--- src/sv/n2a_pkg.sv ---
// Shared types, constants and helpers for the number to ASCII formatter.
`default_nettype none

package n2a_pkg;

  localparam int unsigned MAG_W      = 32;
  localparam int unsigned BCD_DIGITS = 10;
  localparam int unsigned BCD_W      = 4 * BCD_DIGITS;
  localparam int unsigned CHAR_W     = 7;
  localparam int unsigned CNT_W      = 5;
  localparam int unsigned STEP_W     = 5;
  localparam int unsigned PAD_W      = BCD_W - 16;

  localparam logic [1:0] FMT_DEC = 2'd0;
  localparam logic [1:0] FMT_HEX = 2'd1;
  localparam logic [1:0] FMT_BIN = 2'd2;

  localparam logic [CHAR_W-1:0] ASCII_ZERO  = 7'h30;
  localparam logic [CHAR_W-1:0] ASCII_MINUS = 7'h2D;
  localparam logic [CHAR_W-1:0] ASCII_A     = 7'h41;

  localparam logic [CNT_W-1:0] DEC_DIGITS = 5'd10;
  localparam logic [CNT_W-1:0] HEX_DIGITS = 5'd4;
  localparam logic [CNT_W-1:0] BIN_DIGITS = 5'd16;

  localparam logic [STEP_W-1:0] LAST_STEP = 5'd31;

  typedef enum logic [1:0] {
    ST_IDLE,
    ST_CONV,
    ST_SIGN,
    ST_EMIT
  } state_e;

  function automatic logic [CHAR_W-1:0] digit_char(input logic [3:0] d);
    logic [CHAR_W-1:0] dx;
    dx = {3'b000, d};
    if (d > 4'd9) begin
      digit_char = ASCII_A + dx - 7'd10;
    end else begin
      digit_char = ASCII_ZERO + dx;
    end
  endfunction

endpackage

`default_nettype wire

--- src/sv/n2a_if.sv ---
// Valid/ready channel interfaces for the number and character streams.
`default_nettype none

interface n2a_in_if import n2a_pkg::*; ();
  logic              valid;
  logic              ready;
  logic signed [MAG_W-1:0] value;
  logic [1:0]        opcode;

  modport source (output valid, output value, output opcode, input ready);
  modport sink   (input valid, input value, input opcode, output ready);
endinterface

interface n2a_out_if import n2a_pkg::*; ();
  logic              valid;
  logic              ready;
  logic [CHAR_W-1:0] char_code;
  logic              last_char;

  modport source (output valid, output char_code, output last_char, input ready);
  modport sink   (input valid, input char_code, input last_char, output ready);
endinterface

`default_nettype wire

--- src/sv/number_to_ascii_formatter_core.sv ---
// Top level: formats a number as decimal, hex or binary ASCII characters.
//
//   channel | dir | payload               | transaction
//   in_i    | in  | value[31:0], opcode   | one number to format
//   out_o   | out | char_code[6:0], last  | one character, MSB first
//
// One number at a time; format code 3 is taken and dropped. Decimal: the
// value goes through the double-dabble shifter, its digits are loaded, a
// minus sign is sent if negative, then leading zeros are skipped and the
// other digits sent. Hex: every digit sent. Binary: leading zeros skipped.
// A registered output stage holds each character until it is taken; a stall
// on out_o freezes the digit shifter; leading zeros are still skipped.
// Reset returns the sequencer to idle with the output stage empty.
`default_nettype none

module number_to_ascii_formatter_core import n2a_pkg::*; (
  input  wire logic  clk_i,
  input  wire logic  rst_ni,
  n2a_in_if.sink     in_i,
  n2a_out_if.source  out_o
);

  state_e             state_q, state_d;
  logic [BCD_W-1:0]   dig_q;
  logic [CNT_W-1:0]   cnt_q;
  logic               wide_q;
  logic               skip_q;
  logic               neg_q;
  logic               out_valid_q;
  logic [CHAR_W-1:0]  char_q;
  logic               last_q;

  logic               accept;
  logic               slot_free;
  logic [3:0]         digit;
  logic               drop;
  logic               emit_dig;
  logic               emit_sign;
  logic               advance;
  logic [MAG_W-1:0]   raw;
  logic [MAG_W-1:0]   mag;
  logic               dab_start;
  logic               dab_done;
  logic [BCD_W-1:0]   dab_bcd;

  assign accept    = in_i.valid && in_i.ready;
  assign slot_free = !out_valid_q || out_o.ready;
  assign raw       = in_i.value;
  assign mag       = raw[MAG_W-1] ? (~raw + 1'b1) : raw;
  assign dab_start = accept && (in_i.opcode == FMT_DEC);

  n2a_dabble u_dabble (
    .clk_i   (clk_i),
    .rst_ni  (rst_ni),
    .start_i (dab_start),
    .mag_i   (mag),
    .done_o  (dab_done),
    .bcd_o   (dab_bcd)
  );

  always_comb begin
    state_d = state_q;
    unique case (state_q)
      ST_IDLE: begin
        if (accept) begin
          unique case (in_i.opcode)
            FMT_DEC: state_d = ST_CONV;
            FMT_HEX: state_d = ST_EMIT;
            FMT_BIN: state_d = ST_EMIT;
            default: state_d = ST_IDLE;
          endcase
        end
      end
      ST_CONV: begin
        if (dab_done) begin
          state_d = neg_q ? ST_SIGN : ST_EMIT;
        end
      end
      ST_SIGN: begin
        if (slot_free) begin
          state_d = ST_EMIT;
        end
      end
      ST_EMIT: begin
        if (emit_dig && (cnt_q == 5'd1)) begin
          state_d = ST_IDLE;
        end
      end
      default: state_d = ST_IDLE;
    endcase
  end

  always_comb begin
    digit     = wide_q ? dig_q[BCD_W-1 -: 4] : {3'b000, dig_q[BCD_W-1]};
    drop      = (state_q == ST_EMIT) && skip_q && (digit == 4'd0) && (cnt_q > 5'd1);
    emit_dig  = (state_q == ST_EMIT) && !drop && slot_free;
    emit_sign = (state_q == ST_SIGN) && slot_free;
    advance   = drop || emit_dig;
  end

  always_ff @(posedge clk_i or negedge rst_ni) begin
    if (!rst_ni) begin
      state_q     <= ST_IDLE;
      out_valid_q <= 1'b0;
    end else begin
      state_q <= state_d;
      if (emit_dig || emit_sign) begin
        out_valid_q <= 1'b1;
      end else if (out_o.ready) begin
        out_valid_q <= 1'b0;
      end
    end
  end

  always_ff @(posedge clk_i) begin
    if (accept) begin
      neg_q <= (in_i.opcode == FMT_DEC) && raw[MAG_W-1];
      dig_q <= {raw[15:0], {PAD_W{1'b0}}};
      wide_q <= (in_i.opcode != FMT_BIN);
      skip_q <= (in_i.opcode != FMT_HEX);
      cnt_q  <= (in_i.opcode == FMT_BIN) ? BIN_DIGITS : HEX_DIGITS;
    end else if ((state_q == ST_CONV) && dab_done) begin
      dig_q  <= dab_bcd;
      cnt_q  <= DEC_DIGITS;
      wide_q <= 1'b1;
      skip_q <= 1'b1;
    end else if (advance) begin
      dig_q <= wide_q ? {dig_q[BCD_W-5:0], 4'h0} : {dig_q[BCD_W-2:0], 1'b0};
      cnt_q <= cnt_q - 1'b1;
      if (emit_dig) begin
        skip_q <= 1'b0;
      end
    end

    if (emit_sign) begin
      char_q <= ASCII_MINUS;
      last_q <= 1'b0;
    end else if (emit_dig) begin
      char_q <= digit_char(digit);
      last_q <= (cnt_q == 5'd1);
    end
  end

  assign in_i.ready      = (state_q == ST_IDLE);
  assign out_o.valid     = out_valid_q;
  assign out_o.char_code = char_q;
  assign out_o.last_char = last_q;

endmodule

`default_nettype wire

--- src/sv/n2a_dabble.sv ---
// Bit-serial double-dabble converter: 32-bit magnitude to ten BCD digits.
`default_nettype none

module n2a_dabble import n2a_pkg::*; (
  input  wire logic             clk_i,
  input  wire logic             rst_ni,
  input  wire logic             start_i,
  input  wire logic [MAG_W-1:0] mag_i,
  output logic                  done_o,
  output logic [BCD_W-1:0]      bcd_o
);

  logic [MAG_W-1:0]  mag_q, mag_d;
  logic [BCD_W-1:0]  bcd_q, bcd_d;
  logic [BCD_W-1:0]  adj;
  logic [STEP_W-1:0] step_q;
  logic              busy_q;
  logic              done_q;

  always_comb begin
    for (int i = 0; i < BCD_DIGITS; i++) begin
      if (bcd_q[4*i +: 4] >= 4'd5) begin
        adj[4*i +: 4] = bcd_q[4*i +: 4] + 4'd3;
      end else begin
        adj[4*i +: 4] = bcd_q[4*i +: 4];
      end
    end
    bcd_d = {adj[BCD_W-2:0], mag_q[MAG_W-1]};
    mag_d = {mag_q[MAG_W-2:0], 1'b0};
  end

  always_ff @(posedge clk_i or negedge rst_ni) begin
    if (!rst_ni) begin
      busy_q <= 1'b0;
      done_q <= 1'b0;
      step_q <= '0;
    end else begin
      done_q <= 1'b0;
      if (start_i) begin
        busy_q <= 1'b1;
        step_q <= '0;
      end else if (busy_q) begin
        step_q <= step_q + 1'b1;
        if (step_q == LAST_STEP) begin
          busy_q <= 1'b0;
          done_q <= 1'b1;
        end
      end
    end
  end

  always_ff @(posedge clk_i) begin
    if (start_i) begin
      mag_q <= mag_i;
      bcd_q <= '0;
    end else if (busy_q) begin
      mag_q <= mag_d;
      bcd_q <= bcd_d;
    end
  end

  assign done_o = done_q;
  assign bcd_o  = bcd_q;

endmodule

`default_nettype wire

--- src/flat_wrapper.sv ---
// flat-port wrapper written by rule: the top's interface ports become plain ports
module number_to_ascii_formatter_core_flat import n2a_pkg::*;
  (clk_i, rst_ni, in_i_valid, in_i_value, in_i_opcode, in_i_ready, out_o_valid, out_o_char_code, out_o_last_char, out_o_ready);
  n2a_in_if in_i_i ();
  n2a_out_if out_o_i ();
  input  wire logic clk_i;
  input  wire logic rst_ni;
  input wire logic [$bits(in_i_i.valid)-1:0] in_i_valid;
  input wire logic [$bits(in_i_i.value)-1:0] in_i_value;
  input wire logic [$bits(in_i_i.opcode)-1:0] in_i_opcode;
  output wire logic [$bits(in_i_i.ready)-1:0] in_i_ready;
  output wire logic [$bits(out_o_i.valid)-1:0] out_o_valid;
  output wire logic [$bits(out_o_i.char_code)-1:0] out_o_char_code;
  output wire logic [$bits(out_o_i.last_char)-1:0] out_o_last_char;
  input wire logic [$bits(out_o_i.ready)-1:0] out_o_ready;
  assign in_i_i.valid = in_i_valid;
  assign in_i_i.value = in_i_value;
  assign in_i_i.opcode = in_i_opcode;
  assign in_i_ready = in_i_i.ready;
  assign out_o_valid = out_o_i.valid;
  assign out_o_char_code = out_o_i.char_code;
  assign out_o_last_char = out_o_i.last_char;
  assign out_o_i.ready = out_o_ready;
  number_to_ascii_formatter_core u_core (.clk_i(clk_i), .rst_ni(rst_ni), .in_i(in_i_i), .out_o(out_o_i));
endmodule
--- config.mk ---
export PLATFORM = sky130hd
export DESIGN_NAME = number_to_ascii_formatter_core_flat
export DESIGN_NICKNAME = d
export VERILOG_FILES = /design/src/sv/n2a_pkg.sv /design/src/sv/n2a_if.sv /design/src/sv/number_to_ascii_formatter_core.sv /design/src/sv/n2a_dabble.sv /design/src/flat_wrapper.sv
export SDC_FILE = /design/constraint.sdc
export NUM_CORES = 1
export LEC_CHECK = 0
export BUFFER_PORTS_ARGS = -buffer_cell sky130_fd_sc_hd__buf_2
export CAP_MARGIN = 20
export CORE_MARGIN = 3
export CORE_UTILIZATION = 60
export CTS_CLUSTER_SIZE = 16
export DETAILED_ROUTE_END_ITERATION = 8
export PLACE_DENSITY = 0.79
export SLEW_MARGIN = 10
export SYNTH_ARGS = -nofsm -noshare
export SYNTH_HDL_FRONTEND = slang
export SYNTH_SLANG_ARGS = --single-unit
export TNS_END_PERCENT = 30
--- constraint.sdc ---
create_clock -name clk_i -period 6.5 [get_ports clk_i]
set_clock_uncertainty 0.05 [all_clocks]
set_input_delay 1.95 -clock clk_i [delete_from_list [all_inputs] [get_ports clk_i]]
set_output_delay 1.95 -clock clk_i [all_outputs]
set_load 0.005 [all_outputs]
======== Word level (Yosys, flattened, before mapping) ========
Index checks and enable logic that the tools add are counted.
storage, ports and cells
  flip-flop bits (word level) ............. 138
  input port bits ......................... 38
cells by class
  add/sub/neg operators ................... 16
  magnitude comparators ................... 12
  equality and inequality tests ........... 13
  multiplexer cells ....................... 46
  bitwise gates (word level) .............. 1
  reduce and logical (&&, ||, !) cells .... 28
operators by type and width
  kind                   count
  $mux 40                4
  $mux 32                3
  $ge 4x3->1 const B     10
  $mux 4                 10
  $add 4x2->4 const B    9
  $add 32x1->32 const B  1
  $not 32->32            1
  $mux 5                 6
  $mux 1                 15
  $logic_and 1x1->1      11
  $mux 2                 4
  $pmux 2 s4             1
  $reduce_bool 2->1      4
  $add 6x4->7 const A    1
  $add 7x4->7 const A    1
  $mux 7                 1
  $sub 7x4->7 const B    1
  $eq 2x2->1 const B     3
  $ne 2x1->1 const B     3
  $ne 2x2->1 const B     3
  $reduce_bool 3->1      2
  $add 5x1->5 const B    1
  $eq 5x1->1 const B     1
  $eq 5x5->1 const B     1
  other kinds (14)       19

======== Depth between registers and ports, before layout ========
  word-level depth ........................ 11
  mapped depth ............................ 11
  mapped depth without buffers ............ 8

======== Cells and area by module ========
From an unflattened synthesis, not the netlist that was laid out.
unflattened totals
  cell total of the unflattened synthesis .. 881
  area, all modules ....................... 8252.9 µm²
modules (own cells, without submodules)
  module                          times used  cells an instance  area each (µm²)  sequential area each (µm²)
  number_to_ascii_formatter_core  1           482                4146.5           1436.4
  n2a_dabble                      1           399                4106.4           1936.9

======== Least setup slack after synthesis ========
No wires, ideal clock.
  path kind ............................... in2reg
  start point ............................. input in_i_opcode[0]
  end point ............................... register u_core.u_dabble.mag_q[0], enable pin
  setup time .............................. 0.478 ns
  arrival time ............................ 3.454 ns
  setup slack ............................. 2.518 ns
  cell stages on the path ................. 6
  path buffers ............................ 2
  path through ............................ inv_1 > ha_1 > nand2_1 > clkbuf_1 > clkbuf_1 > nand2_1
between the ends
  word-level cells in the longest chain between the ends .. 3
RTL lines
  element                      RTL line                              RTL
  start: declaration           flat_wrapper.sv:10                    input wire logic [$bits(in_i_i.opcode)-1:0] in_i_opcode;
  $logic_not 2->1              number_to_ascii_formatter_core.sv:50  assign dab_start = accept && (in_i.opcode == FMT_DEC);
  $logic_and 1x1->1            number_to_ascii_formatter_core.sv:50
  $reduce_bool 2->1 (no line)  n/a
  end signal: assignment       n2a_dabble.sv:54                      mag_q <= mag_i;
  end signal: assignment       n2a_dabble.sv:57                      mag_q <= mag_d;
  end: declaration             n2a_dabble.sv:13                      logic [MAG_W-1:0] mag_q, mag_d;
Every way passes these cells.
A chain may end at the register's enable or synchronous reset.

======== Worst setup path after layout ========
  start point ............................. input in_i_value[0]
  end point ............................... register u_core.u_dabble.mag_q[22], data pin
between the ends
  word-level cells in the longest chain between the ends .. 4
RTL lines
  element             RTL line                              RTL
  start: declaration  flat_wrapper.sv:9                     input wire logic [$bits(in_i_i.value)-1:0] in_i_value;
  $not 32->32         number_to_ascii_formatter_core.sv:49  assign mag = raw[MAG_W-1] ? (~raw + 1'b1) : raw;
  $add 32x1->32       number_to_ascii_formatter_core.sv:49
  $mux 32             number_to_ascii_formatter_core.sv:49
  $mux 32             n2a_dabble.sv:53                      if (start_i) begin
Every way passes these cells.

==> results.cfg <==
[logic_synthesis]
syn_avg_cell_area_um2 = 8.93
synth-async-reset-ratio = 0.0725
syn-cell-area_um2 = 7840
syn_inst = 878
yosys_warnings = 0
synth_fp_nets = 952
synth.distinct_cells = 47
synth_ff_type = dfxtp_1
synth-seq-cells = 138
synth_edf_count = 56
ys_seq_area_frac = 0.430

[sta]
setup_tns_ps = 0
hold_viol_final = 0
final.setup.worst_slack_ps = 2590
max_freq_mhz = 256
rsz0062_at_grt = no
holdWs_ps = 398
slew_headroom = 0.317
period_share = 0.602
period_needed_ps = 3910
worst_pin_slew_ps = 1020
setup_viol = 0
slew_viol_final = 0

[die]
start_util = 0.616
design.core.area_um2 = 12700
dieHeight_um = 120
row_count = 41
die_w_um = 120
die_area_um2 = 14500
num_io_pins = 48

[worst_setup_path]
path_max_fanout = 5
arrival_ps = 4020
critical_path_class = in2reg
end_kind = register
cp-start-kind = input port
crit_required_ps = 6600

[finish]
fin_nets = 977
fin_cells = 1088
antenna_cells = 0
finalCoreUtilization = 0.689
area_delta_synth_final_pct = 11.8
final_area_um2 = 8760
fill_cells = 1057
drive_gt1_frac = 0.106

[global_routing]
grt_busiest_layer = met2
grt_max_degree = 60
grt_pass1_wl_mm = 29.9
antenna_found_initial = 0
grtUsageMet2 = 0.406
met1_usage = 0.347
globalRouteOverflowTotal = 0
grt_use_total = 0.256
gr-usage-met3 = 0.0585
grt_pass1_vias = 6116

[route]
drt_wl_total_mm = 17.9
vias = 6455
vias_per_cell = 5.93
ant_nets = 0
drt-pass1-iter-count = 5
drt_iter0_markers = 647
route.detailed.drc = 0
drt-wirelength-per-cell_um = 16.5

[hold_path]
hold_class = reg2reg

[place]
dp.cells = 1056
post-dp-hpwl_mm = 11.5
dp_slack_ps = 2290
gp_congestion = 0.876
port_buffers = 47
dpl_cell_area_um2 = 8170

[pwr]
finalPower_mw = 4.29
power.density_nw_per_um2 = 490
vdd_drop_max_uv = 243
clkPwrFrac = 0.226
switching_share = 0.372
switchingPower_mw = 1.60
p_int_mw = 2.70
leakage_nw = 3.91
comb_power_share = 0.372
seqPwrFrac = 0.402

[cts]
clk_pin_slew_worst_paths_ps = 60
htreeDepth = 4
cts_resized = 0
clkLatencyLatePin_ps = 420
clock-sinks = 138
postCtsHoldBufs = 0
cts_setup_buffers = 0
clockBufferDepth = 2
cts_tree = built
cts_buffers = 17
cts-root-buf = clkbuf_16

[status]
status = complete, no violations

[job]
maxCapViolCount = 0
[worst max-delay path, stage by stage]
cell	delay (ps)
buf_2	110
inv_1	110
ha_1	210
nor3b_1	600
nand2_1	260
o41ai_1	510
xor2_1	190
o21ai_0	80
[Yosys cell counts, drive strengths merged, types with 5 or more instances]
cell,number,area [µm²]
edfxtp,56,1680
dfxtp,72,1440
mux2i,58,581
xor2,30,263
inv,35,131
a21oi,73,365
or4,5,45.0
nor4,5,46.3
a21o,10,75.1
o31ai,7,52.6
nand3,32,160
o41ai,8,100
dfrtp,10,250
ha,36,450
and3,5,31.3
xnor2,24,210
buf,6,22.5
nand2b,13,81.3
clkbuf,43,161
o211ai,34,255
nand2,152,571
o21ai,71,355
nor3,9,45.0
nor2,45,169
[cell families after synthesis]
| group | Yosys count | synth area share |
|---|---|---|
| xor+xnor | 54 | 0.0603 |
| flops | 138 | 0.430 |
| simple gates | 286 | 0.163 |
| buf+inv | 84 | 0.0402 |
| compound gates | 220 | 0.171 |
| fa+ha+maj | 36 | 0.0575 |
| mux | 60 | 0.0769 |
[final cells by class]
type                       count  area [µm²]  area share
timing repair buffer          55         295      0.0337
clock buffer                  26         536      0.0611
inverter                      35         131      0.0150
tap                          172         215      0.0246
sequential                   138        3370       0.385
clock inverter                 6        57.6     0.00657
multi-input combinational    656        4150       0.474
[cell usage in the layout (no fill, tap or decap), types with 34 or more instances in the layout]
cell      Yosys  final
ha_1         36     36
mux2i_1      58     58
a21oi_1      73     73
o211ai_1     34     34
buf_2         0     47
edfxtp_1     56     56
dfxtp_1      72     72
nor2_1       45     45
inv_1        35     35
o21ai_0      63     63
nand2_1     152    152
[layer usage]
| layer | share of wire | wire [µm] |
|---|---|---|
| met1 | 0.45 | 8050 |
| met2 | 0.47 | 8430 |
| met3 | 0.058 | 1040 |
| met4 | 0.022 | 397 |
| met5 | 0 | 0 |
[path summary, 6_finish.rpt]
kind	from	to	slack (ps)	depth (start not counted)
setup / recovery	in_i_value[0]	u_core.u_dabble.mag_q[22]	2590	8
hold / removal	u_core.out_o.last_char	u_core.out_o.last_char	400	2
setup reg to reg	u_core.wide_q	u_core.dig_q[10]	3600	6
hold reg to reg	u_core.out_o.last_char	u_core.out_o.last_char	400	2
max in group asynchronous	rst_ni	u_core.u_dabble.busy_q	4850	1
min in group asynchronous	rst_ni	u_core.u_dabble.done_o	1340	1
[state kept, by name, summed over array words and instances (netlist names)]
name / flops
u_core.skip_q: 1
u_core.u_dabble.mag_q: 32
u_core.u_dabble.done_o: 1
u_core.neg_q: 1
u_core.dig_q: 40
u_core.u_dabble.step_q: 5
u_core.u_dabble.bcd_o: 40
u_core.u_dabble.busy_q: 1
u_core.cnt_q: 5
u_core.state_q: 2
u_core.out_o.last_char: 1
u_core.out_o.char_code: 7
u_core.out_o.valid: 1
u_core.wide_q: 1
[power by group through the flow]
stage | Sequential, mW | Combinational [mW] | Clock (mW)
after global routing | 1.78 | 1.82 | 1.01
after floorplan | 1.63 | 1.27 | 0
after CTS | 1.72 | 1.61 | 0.974
final | 1.72 | 1.60 | 0.969
after detailed placement | 1.72 | 1.59 | 0
after global placement | 1.71 | 1.53 | 0
No activity file was read; power rests on OpenSTA's default activity.
